==> config.mk <==
export PLATFORM = sky130hd
export DESIGN_NAME = four_channel_tone_noise_mixer_unit
export DESIGN_NICKNAME = d
export VERILOG_FILES = /design/src/rtl/tnmix_pkg.sv /design/src/rtl/tnmix_front.sv /design/src/rtl/tnmix_queue.sv /design/src/rtl/tnmix_back.sv /design/src/rtl/four_channel_tone_noise_mixer_unit.sv
export SDC_FILE = /design/constraint.sdc
export NUM_CORES = 1
export LEC_CHECK = 0
export BUFFER_PORTS_ARGS = -buffer_cell sky130_fd_sc_hd__buf_2
export CELL_PAD_IN_SITES_DETAIL_PLACEMENT = 1
export CELL_PAD_IN_SITES_GLOBAL_PLACEMENT = 2
export CORE_UTILIZATION = 47
export DETAILED_ROUTE_END_ITERATION = 8
export PLACE_DENSITY = 0.92
export SLEW_MARGIN = 20
export SYNTH_ARGS = -nofsm -noshare
export SYNTH_HDL_FRONTEND = slang
export SYNTH_HIERARCHICAL = 1
export SYNTH_SLANG_ARGS = --single-unit
==> constraint.sdc <==
create_clock -name aclk -period 10.9 [get_ports aclk]
set_input_delay 2.18 -clock aclk [delete_from_list [all_inputs] [get_ports aclk]]
set_output_delay 2.18 -clock aclk [all_outputs]
set_load 0.05 [all_outputs]
==> src/rtl/tnmix_pkg.sv <==
// Shared types and constants of the four-channel tone and noise mixer.
`default_nettype none
package tnmix_pkg;

    localparam int DEF_PHASE_BITS = 13;
    localparam int DEF_GAIN_BITS  = 8;

    localparam int NUM_CH      = 4;
    localparam int CH_IDX_W    = 2;
    localparam int CHAN_W      = 14;
    localparam int ONE_Q12     = 4096;
    localparam int TRI_SHIFT   = 14;
    localparam int DUTY_W      = 14;
    localparam int STEP_W      = 12;
    localparam int MASTER_W    = 9;
    localparam int MASTER_FRAC = 8;
    localparam int LFSR_W      = 16;
    localparam int SAMPLE_W    = 16;
    localparam int SAMPLE_MAX  = 32767;
    localparam int SAMPLE_MIN  = -32768;
    localparam int S_TDATA_W   = 8;
    localparam int CFG_W       = 32;
    localparam int CFG_IDX_W   = 3;
    localparam int QUEUE_DEPTH = 2;

    localparam logic [LFSR_W-1:0] LFSR_SEED = 16'hACE1;
    localparam logic [LFSR_W-1:0] LFSR_TAPS = 16'hB400;

    localparam logic [CFG_W-1:0]    GAINS_RESET  = 32'h4040_4040;
    localparam logic [MASTER_W-1:0] MASTER_RESET = 9'd77;
    localparam logic [DUTY_W-1:0]   DUTY_RESET   = 14'd4096;
    localparam logic [STEP_W-1:0]   STEP_RESET   = 12'd1;

    // Channel positions in the enable mask and in a channel set.
    localparam int CH_PULSE_A  = 0;
    localparam int CH_PULSE_B  = 1;
    localparam int CH_TRIANGLE = 2;
    localparam int CH_NOISE    = 3;

    typedef enum logic [CFG_IDX_W-1:0] {
        CFG_CHANNEL_ENABLE = 3'd0,
        CFG_CHANNEL_GAINS  = 3'd1,
        CFG_MASTER_GAIN    = 3'd2,
        CFG_PULSE_A_DUTY   = 3'd3,
        CFG_PULSE_B_DUTY   = 3'd4,
        CFG_PULSE_A_STEP   = 3'd5,
        CFG_PULSE_B_STEP   = 3'd6,
        CFG_TRIANGLE_STEP  = 3'd7
    } cfg_index_t;

    typedef logic signed [CHAN_W-1:0] chan_val_t;
    typedef chan_val_t [NUM_CH-1:0] chan_set_t;

    typedef struct packed {
        logic [NUM_CH-1:0] enable;
        logic [DUTY_W-1:0] pulse_a_duty;
        logic [DUTY_W-1:0] pulse_b_duty;
        logic [STEP_W-1:0] pulse_a_step;
        logic [STEP_W-1:0] pulse_b_step;
        logic [STEP_W-1:0] triangle_step;
    } front_cfg_t;

    typedef struct packed {
        logic [CFG_W-1:0]    gains;
        logic [MASTER_W-1:0] master_gain;
    } back_cfg_t;

endpackage
`default_nettype wire

==> src/rtl/tnmix_front.sv <==
// Request intake: phase accumulators, noise LFSR and per-channel Q.12 values.
`default_nettype none
module tnmix_front #(
    parameter int PHASE_BITS = tnmix_pkg::DEF_PHASE_BITS
) (
    input  wire logic                           aclk,
    input  wire logic                           aresetn,
    input  wire tnmix_pkg::front_cfg_t          cfg,
    input  wire logic                           s_tvalid,
    output logic                                s_tready,
    input  wire logic [tnmix_pkg::S_TDATA_W-1:0] s_tdata,   // [0] sample_request
    input  wire logic                           q_full,
    output logic                                q_push,
    output tnmix_pkg::chan_set_t                q_push_data
);
    import tnmix_pkg::*;

    localparam int CMP_W = PHASE_BITS + DUTY_W;
    localparam int ADD_W = PHASE_BITS + STEP_W;
    localparam int TRI_W = PHASE_BITS + TRI_SHIFT;
    localparam logic [PHASE_BITS-1:0] HALF_PH = {1'b1, {(PHASE_BITS-1){1'b0}}};
    localparam chan_val_t VAL_ONE = CHAN_W'(ONE_Q12);
    localparam chan_val_t VAL_MINUS_ONE = CHAN_W'(-ONE_Q12);

    logic [PHASE_BITS-1:0] phase_a_reg, phase_a_next;
    logic [PHASE_BITS-1:0] phase_b_reg, phase_b_next;
    logic [PHASE_BITS-1:0] phase_t_reg, phase_t_next;
    logic [LFSR_W-1:0]     lfsr_reg, lfsr_next, lfsr_step;
    logic                  request;
    logic                  a_high, b_high;
    logic [PHASE_BITS-1:0] tri_dist;
    logic [TRI_W-1:0]      tri_full;
    logic [CHAN_W:0]       tri_wide;
    logic [ADD_W-1:0]      sum_a, sum_b, sum_t;

    assign s_tready = !q_full;
    assign request  = s_tvalid && s_tready && s_tdata[0];

    always_comb begin
        a_high = CMP_W'(phase_a_reg) < CMP_W'(cfg.pulse_a_duty);
        b_high = CMP_W'(phase_b_reg) < CMP_W'(cfg.pulse_b_duty);

        // Distance from mid-phase, scaled so that a full half period spans 8192.
        tri_dist = (phase_t_reg >= HALF_PH) ? (phase_t_reg - HALF_PH)
                                            : (HALF_PH - phase_t_reg);
        tri_full = {tri_dist, {TRI_SHIFT{1'b0}}} >> PHASE_BITS;
        tri_wide = {1'b0, tri_full[CHAN_W-1:0]} - (CHAN_W+1)'(ONE_Q12);

        lfsr_step = (lfsr_reg >> 1) ^ (lfsr_reg[0] ? LFSR_TAPS : '0);

        q_push_data[CH_PULSE_A]  = cfg.enable[CH_PULSE_A] ?
                                   (a_high ? VAL_ONE : VAL_MINUS_ONE) : '0;
        q_push_data[CH_PULSE_B]  = cfg.enable[CH_PULSE_B] ?
                                   (b_high ? VAL_ONE : VAL_MINUS_ONE) : '0;
        q_push_data[CH_TRIANGLE] = cfg.enable[CH_TRIANGLE] ? tri_wide[CHAN_W-1:0] : '0;
        q_push_data[CH_NOISE]    = cfg.enable[CH_NOISE] ?
                                   (lfsr_step[0] ? VAL_ONE : VAL_MINUS_ONE) : '0;

        sum_a = {{STEP_W{1'b0}}, phase_a_reg} + {{PHASE_BITS{1'b0}}, cfg.pulse_a_step};
        sum_b = {{STEP_W{1'b0}}, phase_b_reg} + {{PHASE_BITS{1'b0}}, cfg.pulse_b_step};
        sum_t = {{STEP_W{1'b0}}, phase_t_reg} + {{PHASE_BITS{1'b0}}, cfg.triangle_step};

        phase_a_next = phase_a_reg;
        phase_b_next = phase_b_reg;
        phase_t_next = phase_t_reg;
        lfsr_next    = lfsr_reg;
        if (request) begin
            phase_a_next = sum_a[PHASE_BITS-1:0];
            phase_b_next = sum_b[PHASE_BITS-1:0];
            phase_t_next = sum_t[PHASE_BITS-1:0];
            // The noise register only moves on samples where noise is enabled.
            if (cfg.enable[CH_NOISE]) begin
                lfsr_next = lfsr_step;
            end
        end
    end

    assign q_push = request;

    always_ff @(posedge aclk) begin
        if (!aresetn) begin
            phase_a_reg <= '0;
            phase_b_reg <= '0;
            phase_t_reg <= '0;
            lfsr_reg    <= LFSR_SEED;
        end else begin
            phase_a_reg <= phase_a_next;
            phase_b_reg <= phase_b_next;
            phase_t_reg <= phase_t_next;
            lfsr_reg    <= lfsr_next;
        end
    end

endmodule
`default_nettype wire

==> src/rtl/tnmix_queue.sv <==
// Short queue of channel sets between the request intake and the mixer.
`default_nettype none
module tnmix_queue (
    input  wire logic                 aclk,
    input  wire logic                 aresetn,
    input  wire logic                 push,
    input  wire tnmix_pkg::chan_set_t push_data,
    output logic                      full,
    input  wire logic                 pop,
    output tnmix_pkg::chan_set_t      head,
    output logic                      empty
);
    import tnmix_pkg::*;

    localparam int PTR_W = $clog2(QUEUE_DEPTH);
    localparam int CNT_W = $clog2(QUEUE_DEPTH + 1);
    localparam logic [PTR_W-1:0] LAST_PTR = PTR_W'(QUEUE_DEPTH - 1);

    chan_set_t          mem_reg [QUEUE_DEPTH];
    logic [PTR_W-1:0]   wr_ptr_reg, wr_ptr_next;
    logic [PTR_W-1:0]   rd_ptr_reg, rd_ptr_next;
    logic [CNT_W-1:0]   count_reg, count_next;
    logic               do_push, do_pop;

    assign full    = (count_reg == CNT_W'(QUEUE_DEPTH));
    assign empty   = (count_reg == '0);
    assign do_push = push && !full;
    assign do_pop  = pop && !empty;
    assign head    = mem_reg[rd_ptr_reg];

    always_comb begin
        wr_ptr_next = wr_ptr_reg;
        rd_ptr_next = rd_ptr_reg;
        count_next  = count_reg;
        if (do_push) begin
            wr_ptr_next = (wr_ptr_reg == LAST_PTR) ? '0 : wr_ptr_reg + 1'b1;
        end
        if (do_pop) begin
            rd_ptr_next = (rd_ptr_reg == LAST_PTR) ? '0 : rd_ptr_reg + 1'b1;
        end
        if (do_push && !do_pop) begin
            count_next = count_reg + 1'b1;
        end else if (do_pop && !do_push) begin
            count_next = count_reg - 1'b1;
        end
    end

    always_ff @(posedge aclk) begin
        if (!aresetn) begin
            wr_ptr_reg <= '0;
            rd_ptr_reg <= '0;
            count_reg  <= '0;
        end else begin
            wr_ptr_reg <= wr_ptr_next;
            rd_ptr_reg <= rd_ptr_next;
            count_reg  <= count_next;
        end
    end

    always_ff @(posedge aclk) begin
        if (do_push) begin
            mem_reg[wr_ptr_reg] <= push_data;
        end
    end

    a_count_bound: assert property (@(posedge aclk) disable iff (!aresetn)
        count_reg <= CNT_W'(QUEUE_DEPTH))
        else $error("queue count exceeds depth");

endmodule
`default_nettype wire

==> src/rtl/tnmix_back.sv <==
// Mixer: gain multiply-accumulate over the channels, master gain and saturation.
`default_nettype none
module tnmix_back #(
    parameter int GAIN_BITS = tnmix_pkg::DEF_GAIN_BITS
) (
    input  wire logic                             aclk,
    input  wire logic                             aresetn,
    input  wire tnmix_pkg::back_cfg_t             cfg,
    input  wire tnmix_pkg::chan_set_t             q_head,
    input  wire logic                             q_empty,
    output logic                                  q_pop,
    output logic                                  m_tvalid,
    input  wire logic                             m_tready,
    output logic [tnmix_pkg::SAMPLE_W-1:0]        m_tdata     // [15:0] mixed_sample
);
    import tnmix_pkg::*;

    localparam int GX_W  = NUM_CH * GAIN_BITS + CFG_W;
    localparam int PRD_W = CHAN_W + GAIN_BITS + 1;
    localparam int ACC_W = GAIN_BITS + 16;
    localparam int SC_W  = ACC_W + MASTER_W + 1;
    localparam int SHIFT = GAIN_BITS + MASTER_FRAC;
    localparam logic [CH_IDX_W-1:0] LAST_CH = CH_IDX_W'(NUM_CH - 1);
    localparam logic signed [SC_W-1:0] SAT_MAX = SC_W'(SAMPLE_MAX);
    localparam logic signed [SC_W-1:0] SAT_MIN = SC_W'(SAMPLE_MIN);

    logic [GX_W-1:0]             gains_ext;
    logic [GAIN_BITS-1:0]        gain_w [NUM_CH];
    logic [GAIN_BITS-1:0]        gain_sel;
    logic signed [CHAN_W-1:0]    val_sel;
    logic signed [PRD_W-1:0]     prod;
    logic signed [ACC_W-1:0]     acc_base, acc_sum;
    logic signed [ACC_W-1:0]     acc_reg;
    logic [CH_IDX_W-1:0]         idx_reg, idx_next;
    logic                        mac_step, mac_last;

    logic                        a_valid_reg, a_valid_next;
    logic signed [ACC_W-1:0]     a_acc_reg;
    logic                        b_valid_reg, b_valid_next;
    logic signed [SC_W-1:0]      b_scaled_reg;
    logic signed [SC_W-1:0]      b_shifted;
    logic                        m_tvalid_reg, m_tvalid_next;
    logic [SAMPLE_W-1:0]         m_tdata_reg;
    logic                        out_free, b_free, a_free;
    logic                        a_move, b_move;

    assign gains_ext = {{(GX_W-CFG_W){1'b0}}, cfg.gains};

    // A gain field that lies above the register reads as zero bits.
    for (genvar ch = 0; ch < NUM_CH; ch++) begin : g_gain
        assign gain_w[ch] = gains_ext[ch*GAIN_BITS +: GAIN_BITS];
    end

    assign out_free = !m_tvalid_reg || m_tready;
    assign b_free   = !b_valid_reg || out_free;
    assign a_free   = !a_valid_reg || b_free;
    assign b_move   = b_valid_reg && out_free;
    assign a_move   = a_valid_reg && b_free;

    // One channel per cycle on the shared multiplier, unless queue or stage a stall.
    always_comb begin
        gain_sel = gain_w[idx_reg];
        val_sel  = $signed(q_head[idx_reg]);
        prod     = val_sel * $signed({1'b0, gain_sel});
        acc_base = (idx_reg == '0) ? '0 : acc_reg;
        acc_sum  = acc_base + ACC_W'(prod);
        mac_last = (idx_reg == LAST_CH);
        mac_step = !q_empty && (!mac_last || a_free);
        idx_next = idx_reg;
        if (mac_step) begin
            idx_next = mac_last ? '0 : idx_reg + 1'b1;
        end
    end

    assign q_pop = mac_step && mac_last;

    always_comb begin
        a_valid_next = a_valid_reg;
        if (q_pop) begin
            a_valid_next = 1'b1;
        end else if (a_move) begin
            a_valid_next = 1'b0;
        end
        b_valid_next = b_valid_reg;
        if (a_move) begin
            b_valid_next = 1'b1;
        end else if (b_move) begin
            b_valid_next = 1'b0;
        end
        m_tvalid_next = m_tvalid_reg;
        if (b_move) begin
            m_tvalid_next = 1'b1;
        end else if (m_tready) begin
            m_tvalid_next = 1'b0;
        end
        // Arithmetic shift floors, matching the rounding of the mix.
        b_shifted = b_scaled_reg >>> SHIFT;
    end

    always_ff @(posedge aclk) begin
        if (!aresetn) begin
            idx_reg      <= '0;
            a_valid_reg  <= 1'b0;
            b_valid_reg  <= 1'b0;
            m_tvalid_reg <= 1'b0;
        end else begin
            idx_reg      <= idx_next;
            a_valid_reg  <= a_valid_next;
            b_valid_reg  <= b_valid_next;
            m_tvalid_reg <= m_tvalid_next;
        end
    end

    always_ff @(posedge aclk) begin
        if (mac_step) begin
            acc_reg <= acc_sum;
        end
        if (q_pop) begin
            a_acc_reg <= acc_sum;
        end
        if (a_move) begin
            b_scaled_reg <= SC_W'(a_acc_reg) * $signed({1'b0, cfg.master_gain});
        end
        if (b_move) begin
            if (b_shifted > SAT_MAX) begin
                m_tdata_reg <= SAT_MAX[SAMPLE_W-1:0];
            end else if (b_shifted < SAT_MIN) begin
                m_tdata_reg <= SAT_MIN[SAMPLE_W-1:0];
            end else begin
                m_tdata_reg <= b_shifted[SAMPLE_W-1:0];
            end
        end
    end

    assign m_tvalid = m_tvalid_reg;
    assign m_tdata  = m_tdata_reg;

    // An item stays at the queue head until its last channel is accumulated.
    a_head_held: assert property (@(posedge aclk) disable iff (!aresetn)
        (idx_reg != '0) |-> !q_empty)
        else $error("channel index advanced without a queued item");

    a_pop_rewinds: assert property (@(posedge aclk) disable iff (!aresetn)
        q_pop |=> (idx_reg == '0) && a_valid_reg)
        else $error("finished item did not reach the scale stage");

    a_scale_holds: assert property (@(posedge aclk) disable iff (!aresetn)
        (b_valid_reg && !out_free) |=> b_valid_reg && $stable(b_scaled_reg))
        else $error("scaled sample lost while the output stalled");

endmodule
`default_nettype wire

==> src/rtl/four_channel_tone_noise_mixer_unit.sv <==
// Top level of the four-channel tone and noise mixer with its register file.
//
// Each accepted s_tdata item with sample_request set yields one saturated
// 16-bit sample on the m_ side; an item with the bit clear yields nothing and
// leaves the oscillators untouched. The intake computes all four channel
// values in the accept cycle and parks them in a two-entry queue, so requests
// are taken one per cycle until that queue fills. The mixer then takes the
// four channels of a sample in turn on its single gain multiplier and starts
// the next sample only after the last channel; the sum then passes through
// the accumulator, scale and output registers to m_tvalid. Configuration
// writes take effect at once and should be made while no sample is in flight.
`default_nettype none
module four_channel_tone_noise_mixer_unit #(
    parameter int PHASE_BITS = tnmix_pkg::DEF_PHASE_BITS,
    parameter int GAIN_BITS  = tnmix_pkg::DEF_GAIN_BITS
) (
    input  wire logic                            aclk,
    input  wire logic                            aresetn,
    input  wire logic                            cfg_wr_en,
    input  wire logic [tnmix_pkg::CFG_IDX_W-1:0] cfg_index,
    input  wire logic [tnmix_pkg::CFG_W-1:0]     cfg_wdata,
    input  wire logic                            s_tvalid,
    output logic                                 s_tready,
    input  wire logic [tnmix_pkg::S_TDATA_W-1:0] s_tdata,   // [0] sample_request
    output logic                                 m_tvalid,
    input  wire logic                            m_tready,
    output logic [tnmix_pkg::SAMPLE_W-1:0]       m_tdata    // [15:0] mixed_sample
);
    import tnmix_pkg::*;

    logic [NUM_CH-1:0]   enable_reg;
    logic [CFG_W-1:0]    gains_reg;
    logic [MASTER_W-1:0] master_reg;
    logic [DUTY_W-1:0]   duty_a_reg, duty_b_reg;
    logic [STEP_W-1:0]   step_a_reg, step_b_reg, step_t_reg;
    front_cfg_t          front_cfg;
    back_cfg_t           back_cfg;
    cfg_index_t          wr_index;
    logic                q_full, q_empty, q_push, q_pop;
    chan_set_t           q_push_data, q_head;

    assign wr_index = cfg_index_t'(cfg_index);

    always_ff @(posedge aclk) begin
        if (!aresetn) begin
            enable_reg <= '0;
            gains_reg  <= GAINS_RESET;
            master_reg <= MASTER_RESET;
            duty_a_reg <= DUTY_RESET;
            duty_b_reg <= DUTY_RESET;
            step_a_reg <= STEP_RESET;
            step_b_reg <= STEP_RESET;
            step_t_reg <= STEP_RESET;
        end else if (cfg_wr_en) begin
            unique case (wr_index)
                CFG_CHANNEL_ENABLE: enable_reg <= cfg_wdata[NUM_CH-1:0];
                CFG_CHANNEL_GAINS:  gains_reg  <= cfg_wdata;
                CFG_MASTER_GAIN:    master_reg <= cfg_wdata[MASTER_W-1:0];
                CFG_PULSE_A_DUTY:   duty_a_reg <= cfg_wdata[DUTY_W-1:0];
                CFG_PULSE_B_DUTY:   duty_b_reg <= cfg_wdata[DUTY_W-1:0];
                CFG_PULSE_A_STEP:   step_a_reg <= cfg_wdata[STEP_W-1:0];
                CFG_PULSE_B_STEP:   step_b_reg <= cfg_wdata[STEP_W-1:0];
                CFG_TRIANGLE_STEP:  step_t_reg <= cfg_wdata[STEP_W-1:0];
                default: ;
            endcase
        end
    end

    always_comb begin
        front_cfg.enable        = enable_reg;
        front_cfg.pulse_a_duty  = duty_a_reg;
        front_cfg.pulse_b_duty  = duty_b_reg;
        front_cfg.pulse_a_step  = step_a_reg;
        front_cfg.pulse_b_step  = step_b_reg;
        front_cfg.triangle_step = step_t_reg;
        back_cfg.gains          = gains_reg;
        back_cfg.master_gain    = master_reg;
    end

    tnmix_front #(
        .PHASE_BITS (PHASE_BITS)
    ) u_front (
        .aclk        (aclk),
        .aresetn     (aresetn),
        .cfg         (front_cfg),
        .s_tvalid    (s_tvalid),
        .s_tready    (s_tready),
        .s_tdata     (s_tdata),
        .q_full      (q_full),
        .q_push      (q_push),
        .q_push_data (q_push_data)
    );

    tnmix_queue u_queue (
        .aclk      (aclk),
        .aresetn   (aresetn),
        .push      (q_push),
        .push_data (q_push_data),
        .full      (q_full),
        .pop       (q_pop),
        .head      (q_head),
        .empty     (q_empty)
    );

    tnmix_back #(
        .GAIN_BITS (GAIN_BITS)
    ) u_back (
        .aclk     (aclk),
        .aresetn  (aresetn),
        .cfg      (back_cfg),
        .q_head   (q_head),
        .q_empty  (q_empty),
        .q_pop    (q_pop),
        .m_tvalid (m_tvalid),
        .m_tready (m_tready),
        .m_tdata  (m_tdata)
    );

endmodule
`default_nettype wire
==> summary.md, run 1 <==
| Metric | Value |
|---|---|
| Final global-route overflow total | `0` |
| Total standard cell area after synthesis | `28800 sq um` |
| Die width | `250 um` |
| Placed Instance Area | `29600 sq um` |
| Via count of the first global-routing pass | `22300` |
| Number of H-tree levels | `2` |
| Initial standard-cell utilization of the core | `47.7%` |
| Kind of critical path | `register to register` |
| Routed via count | `19700` |
| CP endpoint kind | `register` |
| Die Ht | `250 um` |
| Worst relative slew slack | `26.8%` |
| Setup Buffers After CTS | `0` |
| Commonest register cell after synthesis | `sky130_fd_sc_hd__edfxtp_1` |
| Clock latency of the later-clocked register in the worst-skew pair | `0.60 ns` |
| Full die area | `62300 sq um` |
| Initial antenna violation count | `0` |
| Most used cells in the layout excluding fill and tap cells | `sky130_fd_sc_hd__nand2_1 (382), sky130_fd_sc_hd__inv_1 (380), sky130_fd_sc_hd__fa_1 (291)` |
| Cell family with most CP delay | `adder cells` |
| Clock-pin slew on the worst setup and hold paths | `0.06 ns` |
| Total negative setup slack | `0 ns` |
| Yosys Warn Count | `6` |
| Synth unique cells | `84` |
| Root buffer cell | `sky130_fd_sc_hd__clkbuf_16` |
| Most common library cell in the layout ignoring fill and taps | `sky130_fd_sc_hd__nand2_1` |
| Share of cells above drive strength 1 | `8.99%` |
| Flip-flop count of the largest register after layout | `112` |
| Combinational family with the most area after synthesis | `adder cells` |
| Combined area of the multi-input logic cells | `17500 sq um` |
| Total half-perimeter wirelength after legalization and detailed placement | `51.0 mm` |
| DRT Pass-1 Iters | `4` |
| Fillcell total | `6588` |
| CP max FO | `56` |
| Number of slew-limit violations in the final report | `0` |
| Number of clock buffers inserted by TritonCTS | `43` |
| Total net switching power | `1340 uW` |
| Post-synthesis adder-cell area fraction | `28.4%` |
| Via density | `5.44` |
| Top cells by area, synth | `sky130_fd_sc_hd__fa_1 (20%), sky130_fd_sc_hd__edfxtp_1 (20%), sky130_fd_sc_hd__dfxtp_1 (12%), sky130_fd_sc_hd__ha_1 (8.2%), sky130_fd_sc_hd__nand2_1 (5.0%)` |
| Cts-stage hold buffer count | `0` |
| Power density over cell area | `138 nW/um^2` |
| Gate power share | `27.3%` |
| RSZ-0062 raised after global routing | `false` |
| Fraction of power spent switching nets | `31.3%` |
| Port Buf Inserts | `58` |
| Share of the yosys chip area belonging to registers | `32.3%` |
| Post-synthesis cell type with the largest combined area | `sky130_fd_sc_hd__fa_1` |
| Post-cts sizing count | `0` |
| Hold Vio Cnt, Final | `0` |
| Post-layout net count | `3344` |
| Syn Inst Count | `2813` |
| Max-capacitance violation count | `0` |
| First-pass GRT wire length | `114 mm` |
| Core area | `60500 sq um` |
| Maximum number of pins on one net before global-route repair | `101` |
| Maximum frequency from static timing analysis | `136 MHz` |
| Portion of synthesized cell area occupied by the leading cell type | `20.2%` |
| Wirelength per Cell | `19.0 um` |
| Area growth from synthesis to final layout | `7.76%` |
| Area share of and/or/nand/nor cells after synthesis | `15.1%` |
| CTS max path bufs | `3` |
| Synth Area in Compound Gates | `6.45%` |
| Total setup violations reported at the end of the flow | `0` |
| I/O pin count | `66` |
| Total number of clock tree sinks | `368` |
| Final RePlAce weighted congestion | `0.796` |
| Peak supply drop | `0.118 mV` |
| Pleak | `0.0142 uW` |
| Minimum setup slack after placement | `3.61 ns` |
| Final clock period utilization by the worst path | `67.6%` |
| Arrival @ worst endpoint | `7.68 ns` |
| Async set or reset register ratio after synthesis | `0%` |
| # rows | `90` |
| Ant. Diodes | `0` |
| Number of design rule violations left after detail routing | `0` |
| Power share of the sequential group | `37.9%` |
| Tightest Pin Transition | `1.10 ns` |
| Cell occurring most often along the worst timing path | `sky130_fd_sc_hd__fa_1` |
| Number of enable-type register cells in the synthesized netlist | `194` |
| Slowest Stage Delay on Critical Path | `0.59 ns` |
| Register Area | `9310 sq um` |
| Number of storage elements in the synthesis netlist | `368` |
| Crit path buf inv count | `5` |
| CTS tree | `built` |
| Clock group share of total power | `34.8%` |
| CP cell instances | `buf_4, mux2_2, mux4_2, and2_1, fa_1, fa_1, inv_1, fa_1, inv_1, fa_1, inv_1, fa_1, inv_1, ha_1, and2_1, o211ai_1, o2111ai_1, a31oi_4, o21ai_2, a41o_1, o41a_1, xnor2_1` |
| Final critical-path setup slack | `3.53 ns` |
| Total GRT Usage | `22.8%` |
| Class of the tightest hold or removal check | `register to register` |
| Status | `completed` |
| Detailed Route Iter0 Violations | `971` |
| Routed Antenna Nets | `0` |
| Worst clock skew | `0.0394 ns` |
| Detailed-route wire length | `69.0 mm` |
| Cell area after layout | `31100 sq um` |
| XOR/XNOR Fraction of Synth Area | `2.16%` |
| Worst Setup Start Kind | `register` |
| Required time reported for the critical path endpoint | `11.21 ns` |
| Period minus WS final | `7.37 ns` |
| Internal power consumption | `2950 uW` |
| Portion of netlist area occupied by mux cells | `7.93%` |
| Hold Slack | `0.459 ns` |
| Highest-delay cell along the critical path | `sky130_fd_sc_hd__mux4_2` |
| Average size of a mapped cell | `10.2 sq um` |
[power groups by stage]
stage,logic (uW),clock network [uW],registers [uW]
6_report,1170,1490,1630
5_1_grt,1330,1580,1630
4_1_cts,1190,1530,1630
3_5_place_dp,1180,0,1660
3_3_place_gp,1110,0,1650
2_1_floorplan,907,0,1640
[metal layers]
metal	track usage, %	up-vias	routed length (um)
li1	-	9161	-
met5	0	-	0
met2	42.0	246	36600
met3	2.24	82	1730
met1	28.5	10300	29400
met4	5.75	0	1280
[synthesized netlist by cell type (all sizes together), types with 44 or more instances]
cell      n
and2    188
mux2     56
fa      291
edfxtp  194
xnor2    50
clkbuf   75
a21oi   114
nor2    105
nand3    44
nand2   383
dfxtp   174
buf      74
mux2i   116
inv     383
ha      189
o21ai    45
[final timing paths]
kind | slack [ns] | to | start | cells past startpoint
hold reg to reg | 0.46 | u_front/lfsr_reg[8] | u_front/lfsr_reg[8] | 2
setup / recovery | 3.53 | u_back/a_acc_reg[23] | register | 22
setup reg to reg | 3.53 | u_back/a_acc_reg[23] | register | 22
hold / removal | 0.46 | u_front/lfsr_reg[8] | u_front/lfsr_reg[8] | 2
[final cells by class]
cell class              count  area share, %
well taps                 782           3.15
flip-flops and latches    368           30.0
inverters                 383           4.63
repair buffers             71           1.27
clock buffers              57           3.90
multi-input cells        1949           56.2
clock inverters            21          0.850
[worst register-to-register path, cell delays in order, from the launching register on]
cell,delay (ns)
sky130_fd_sc_hd__dfxtp_2,0.32
sky130_fd_sc_hd__buf_4,0.56
sky130_fd_sc_hd__mux2_2,0.49
sky130_fd_sc_hd__mux4_2,0.59
sky130_fd_sc_hd__and2_1,0.23
sky130_fd_sc_hd__fa_1,0.45
sky130_fd_sc_hd__fa_1,0.54
sky130_fd_sc_hd__inv_1,0.05
sky130_fd_sc_hd__fa_1,0.47
sky130_fd_sc_hd__inv_1,0.05
sky130_fd_sc_hd__fa_1,0.53
sky130_fd_sc_hd__inv_1,0.06
sky130_fd_sc_hd__fa_1,0.53
sky130_fd_sc_hd__inv_1,0.05
sky130_fd_sc_hd__ha_1,0.36
sky130_fd_sc_hd__and2_1,0.21
sky130_fd_sc_hd__o211ai_1,0.14
sky130_fd_sc_hd__o2111ai_1,0.26
sky130_fd_sc_hd__a31oi_4,0.29
sky130_fd_sc_hd__o21ai_2,0.11
sky130_fd_sc_hd__a41o_1,0.29
sky130_fd_sc_hd__o41a_1,0.34
sky130_fd_sc_hd__xnor2_1,0.16
[stage by stage]
step                power, uW  std cells  util [%]
detailed placement       2830       3553      48.9
floorplan                2540       2849         -
global placement         2770       3553      48.9
CTS                      4350       3631      51.4
finish                   4290       3631      51.4
global route             4550       3631      51.4
[cells by family after synthesis]
kind of cell               Yosys count
and+or+nand+nor                    883
buffers and inverters              532
adders and majority gates          480
DFF                                368
AOI/OAI and AO/OA                  284
muxes                              194
xor gates and xnor gates            71
other                                1
(Power assumes the default switching activity.)
==> run 2, diff against run 1 <==
--- a/config.mk
+++ b/config.mk
@@ -5,12 +5,13 @@
 export SDC_FILE = /design/constraint.sdc
 export NUM_CORES = 1
 export LEC_CHECK = 0
+export ABC_AREA = 1
 export BUFFER_PORTS_ARGS = -buffer_cell sky130_fd_sc_hd__buf_2
 export CELL_PAD_IN_SITES_DETAIL_PLACEMENT = 1
 export CELL_PAD_IN_SITES_GLOBAL_PLACEMENT = 2
-export CORE_UTILIZATION = 47
+export CORE_UTILIZATION = 36
 export DETAILED_ROUTE_END_ITERATION = 8
-export PLACE_DENSITY = 0.92
+export PLACE_DENSITY = 0.82
 export SLEW_MARGIN = 20
 export SYNTH_ARGS = -nofsm -noshare
 export SYNTH_HDL_FRONTEND = slang
==> constraint.sdc (replaced) <==
create_clock -name aclk -period 6.4 [get_ports aclk]
set_input_delay 1.28 -clock aclk [delete_from_list [all_inputs] [get_ports aclk]]
set_output_delay 1.28 -clock aclk [all_outputs]
set_load 0.05 [all_outputs]
==> run 2 against run 1 <==
  * Power grew to 3.4 times the previous value
  * Clock power grew 81%
  * Synthesized cell count grew 38%
  * Hold slack lost 0.00083 ns
  * Maximum frequency grew 23%
==> summary.md, run 2 <==
| Metric | Value |
|---|---|
| Status | `completed (unchanged)` |
| Root buffer cell | `sky130_fd_sc_hd__clkbuf_16 (unchanged)` |
| Number of enable-type register cells in the synthesized netlist | `194 (unchanged)` |
| CP max FO | `17 (was 56)` |
| Worst Setup Start Kind | `register (unchanged)` |
| Detailed Route Iter0 Violations | `1034 (was 971)` |
| Portion of netlist area occupied by mux cells | `2.51% (was 7.93%)` |
| Top-count cell post-synth | `sky130_fd_sc_hd__nand2_1 (unchanged)` |
| Area share of and/or/nand/nor cells after synthesis | `21.8% (was 15.1%)` |
| Via count of the first global-routing pass | `25500 (was 22300)` |
| Post-layout net count | `4422 (was 3344)` |
| Final clock period utilization by the worst path | `94.0% (was 67.6%)` |
| I/O pin count | `66 (unchanged)` |
| Clock-pin slew on the worst setup and hold paths | `0.06 ns (about the same)` |
| Total half-perimeter wirelength after legalization and detailed placement | `64.4 mm (was 51.0 mm)` |
| Final critical-path setup slack | `0.387 ns (was 3.53 ns)` |
| Total number of clock tree sinks | `368 (unchanged)` |
| Yosys Warn Count | `6 (unchanged)` |
| Total standard cell area after synthesis | `31200 sq um (was 28800 sq um)` |
| Full die area | `87800 sq um (was 62300 sq um)` |
| Area growth from synthesis to final layout | `9.19% (was 7.76%)` |
| Die Ht | `296 um (was 250 um)` |
| Placed Instance Area | `32400 sq um (was 29600 sq um)` |
| Number of clock buffers inserted by TritonCTS | `47 (was 43)` |
| Cell area after layout | `34000 sq um (was 31100 sq um)` |
| Hold Slack | `0.458 ns (was 0.459 ns)` |
| Kind of critical path | `register to register (unchanged)` |
| Via density | `4.73 (was 5.44)` |
| Final RePlAce weighted congestion | `0.835 (was 0.796)` |
| Clock latency of the later-clocked register in the worst-skew pair | `0.62 ns (was 0.60 ns)` |
| RR Endpoint | `u_back/a_acc_reg[22] (was u_back/a_acc_reg[23])` |
| Setup crit end | `u_back/a_acc_reg[22] (was u_back/a_acc_reg[23])` |
| Total setup violations reported at the end of the flow | `0 (unchanged)` |
| Total negative setup slack | `0 ns (unchanged)` |
| Detailed-route wire length | `83.1 mm (was 69.0 mm)` |
| Power density over cell area | `425 nW/um^2 (was 138 nW/um^2)` |
| Number of design rule violations left after detail routing | `0 (unchanged)` |
| Synth unique cells | `51 (was 84)` |
| Post-synthesis cell type with the largest combined area | `sky130_fd_sc_hd__fa_1 (unchanged)` |
| Number of slew-limit violations in the final report | `0 (unchanged)` |
| Ant. Diodes | `0 (unchanged)` |
| Peak supply drop | `0.295 mV (was 0.118 mV)` |
| FF-to-FF setup slack | `0.39 ns (was 3.53 ns)` |
| Portion of synthesized cell area occupied by the leading cell type | `18.7% (was 20.2%)` |
| First-pass GRT wire length | `135 mm (was 114 mm)` |
| Pleak | `0.0174 uW (was 0.0142 uW)` |
| DRT Pass-1 Iters | `5 (was 4)` |
| Most used cells in the layout excluding fill and tap cells | `sky130_fd_sc_hd__nand2_1 (938), sky130_fd_sc_hd__inv_1 (772), sky130_fd_sc_hd__nor2_1 (460) (was sky130_fd_sc_hd__nand2_1 (382), sky130_fd_sc_hd__inv_1 (380), sky130_fd_sc_hd__fa_1 (291))` |
| Minimum setup slack after placement | `0.159 ns (was 3.61 ns)` |
| Async set or reset register ratio after synthesis | `0% (unchanged)` |
| Final global-route overflow total | `0 (unchanged)` |
| Class of the tightest hold or removal check | `register to register (unchanged)` |
| Maximum frequency from static timing analysis | `166 MHz (was 136 MHz)` |
| Port Buf Inserts | `58 (unchanged)` |
| Arrival @ worst endpoint | `6.34 ns (was 7.68 ns)` |
| Wirelength per Cell | `16.4 um (was 19.0 um)` |
| Total GRT Usage | `19.3% (was 22.8%)` |
| CP endpoint kind | `register (unchanged)` |
| Hold Vio Cnt, Final | `0 (unchanged)` |
| Average size of a mapped cell | `8.04 sq um (was 10.2 sq um)` |
| Worst relative slew slack | `25.2% (was 26.8%)` |
| Number of storage elements in the synthesis netlist | `368 (unchanged)` |
| Maximum number of pins on one net before global-route repair | `83 (was 101)` |
| Number of H-tree levels | `2 (unchanged)` |
| Tightest Pin Transition | `1.12 ns (was 1.10 ns)` |
| Top cells by area, synth | `sky130_fd_sc_hd__fa_1 (19%), sky130_fd_sc_hd__edfxtp_1 (19%), sky130_fd_sc_hd__nand2_1 (11%), sky130_fd_sc_hd__dfxtp_1 (11%), sky130_fd_sc_hd__inv_1 (9.3%) (was sky130_fd_sc_hd__fa_1 (20%), sky130_fd_sc_hd__edfxtp_1 (20%), sky130_fd_sc_hd__dfxtp_1 (12%), sky130_fd_sc_hd__ha_1 (8.2%), sky130_fd_sc_hd__nand2_1 (5.0%))` |
| Combinational family with the most area after synthesis | `adder cells (unchanged)` |
| Worst clock skew | `0.0437 ns (was 0.0394 ns)` |
| Initial antenna violation count | `2 (was 0)` |
| Most common library cells after synthesis | `sky130_fd_sc_hd__nand2_1 (938), sky130_fd_sc_hd__inv_1 (773), sky130_fd_sc_hd__nor2_1 (464) (was sky130_fd_sc_hd__nand2_1 (382), sky130_fd_sc_hd__inv_1 (380), sky130_fd_sc_hd__fa_1 (291))` |
| Period minus WS final | `6.01 ns (was 7.37 ns)` |
| Synth Area in Compound Gates | `5.57% (was 6.45%)` |
| Initial standard-cell utilization of the core | `36.5% (was 47.7%)` |
| CTS tree | `built (unchanged)` |
| XOR/XNOR Fraction of Synth Area | `1.26% (was 2.16%)` |
| Routed via count | `24000 (was 19700)` |
| Routed Antenna Nets | `0 (unchanged)` |
| Post-synthesis adder-cell area fraction | `26.3% (was 28.4%)` |
| # rows | `107 (was 90)` |
| Syn Inst Count | `3874 (was 2813)` |
| Max-capacitance violation count | `0 (unchanged)` |
| Reg2Reg Depth | `24 (was 22)` |
| Required time reported for the critical path endpoint | `6.73 ns (was 11.21 ns)` |
| Share of cells above drive strength 1 | `7.56% (was 8.99%)` |
| Commonest register cell after synthesis | `sky130_fd_sc_hd__edfxtp_1 (unchanged)` |
| Share of the yosys chip area belonging to registers | `29.9% (was 32.3%)` |
| Most common library cell in the layout ignoring fill and taps | `sky130_fd_sc_hd__nand2_1 (unchanged)` |
| Flip-flop count of the largest register after layout | `112 (unchanged)` |
| CTS max path bufs | `3 (unchanged)` |
| Core area | `85400 sq um (was 60500 sq um)` |
| Die width | `296 um (was 250 um)` |
run 2: cell count changes in the layout (fill, tap and decap cells not counted), moves of 48 or more:
cell                      before  now
sky130_fd_sc_hd__a21oi_1     111  159
sky130_fd_sc_hd__and2_1      186    0
sky130_fd_sc_hd__inv_1       380  772
sky130_fd_sc_hd__mux2i_1     116    0
sky130_fd_sc_hd__nand2_1     382  938
sky130_fd_sc_hd__nand3_1      44  211
sky130_fd_sc_hd__nor2_1      103  460
run 2: per-stage QoR:
| stage | std cells | utilization (%) | power (uW) |
|---|---|---|---|
| after CTS | 5069 | 39.8 | 14700 |
| after floorplan | 3910 | - | 9410 |
| final | 5075 | 39.8 | 14500 |
| after global routing | 5075 | 39.8 | 15900 |
| after global placement | 4983 | 37.9 | 11800 |
| after detailed placement | 4983 | 37.9 | 11900 |
run 2: report_power, final:
| group | switching (uW) | internal, uW |
|---|---|---|
| clock | 1130 | 1560 |
| sequential | 111 | 3150 |
| combinational | 5640 | 2860 |
run 2: logic make-up after synthesis:
| kind of cell | count (synthesis) |
|---|---|
| mux | 56 |
| fa+ha+maj | 480 |
| compound gates | 292 |
| simple gates | 1680 |
| other cells | 1 |
| xor+xnor | 45 |
| buf+inv | 952 |
| flops | 368 |
run 2: worst min path at each step:
stage,slack (ns),from,cells after the start,endpoint
5_1_grt,0.49,u_front/lfsr_reg[7],2,u_front/lfsr_reg[7]
4_1_cts,0.46,u_front/lfsr_reg[7],2,u_front/lfsr_reg[7]
2_1_floorplan,0.43,u_front/lfsr_reg[6],2,u_front/lfsr_reg[6]
6_report,0.46,u_front/lfsr_reg[7],2,u_front/lfsr_reg[7]
3_5_place_dp,0.45,u_front/lfsr_reg[7],2,u_front/lfsr_reg[7]
3_3_place_gp,0.44,u_front/lfsr_reg[6],2,u_front/lfsr_reg[6]
run 2: repair_timing:
action	CTS	global route
setup buffers	0	6
resized for setup	0	7
setup endpoints to repair	0	26
hold buffers	0	0
run 2: layout make-up:
type                       count  area, sq um
fill                       10500        51400
tap                         1144         1430
multi-input combinational   2590        18100
inverter                     788         2980
sequential                   368         9320
clock buffer                  60         1280
clock inverter                26          297
timing repair buffer          99          651
run 2: metal layers:
layer,routed length (um),track usage [%],vias to the layer above
met1,38600,25.1,11800
met3,2040,1.92,96
li1,-,-,11800
met2,40800,34.3,228
met4,1670,4.60,0
met5,0,0,-
run 2: critical path, stage by stage, from the launching register on:
cell and delay (ns):
sky130_fd_sc_hd__dfxtp_4 0.48, sky130_fd_sc_hd__buf_12 0.22, sky130_fd_sc_hd__mux2_4 0.17, sky130_fd_sc_hd__nand2_1 0.09, sky130_fd_sc_hd__a32oi_2 0.41, sky130_fd_sc_hd__nand2_1 0.14, sky130_fd_sc_hd__fa_1 0.51, sky130_fd_sc_hd__inv_1 0.06
sky130_fd_sc_hd__fa_1 0.50, sky130_fd_sc_hd__inv_1 0.05, sky130_fd_sc_hd__fa_1 0.47, sky130_fd_sc_hd__inv_1 0.05, sky130_fd_sc_hd__fa_1 0.54, sky130_fd_sc_hd__inv_1 0.06, sky130_fd_sc_hd__fa_1 0.53, sky130_fd_sc_hd__inv_1 0.05
sky130_fd_sc_hd__ha_1 0.36, sky130_fd_sc_hd__a21oi_1 0.27, sky130_fd_sc_hd__nor2_1 0.07, sky130_fd_sc_hd__nor2_1 0.22, sky130_fd_sc_hd__o21bai_1 0.13, sky130_fd_sc_hd__nand2_1 0.11, sky130_fd_sc_hd__nand3_1 0.07, sky130_fd_sc_hd__nand2_1 0.07
sky130_fd_sc_hd__nand2_1 0.09
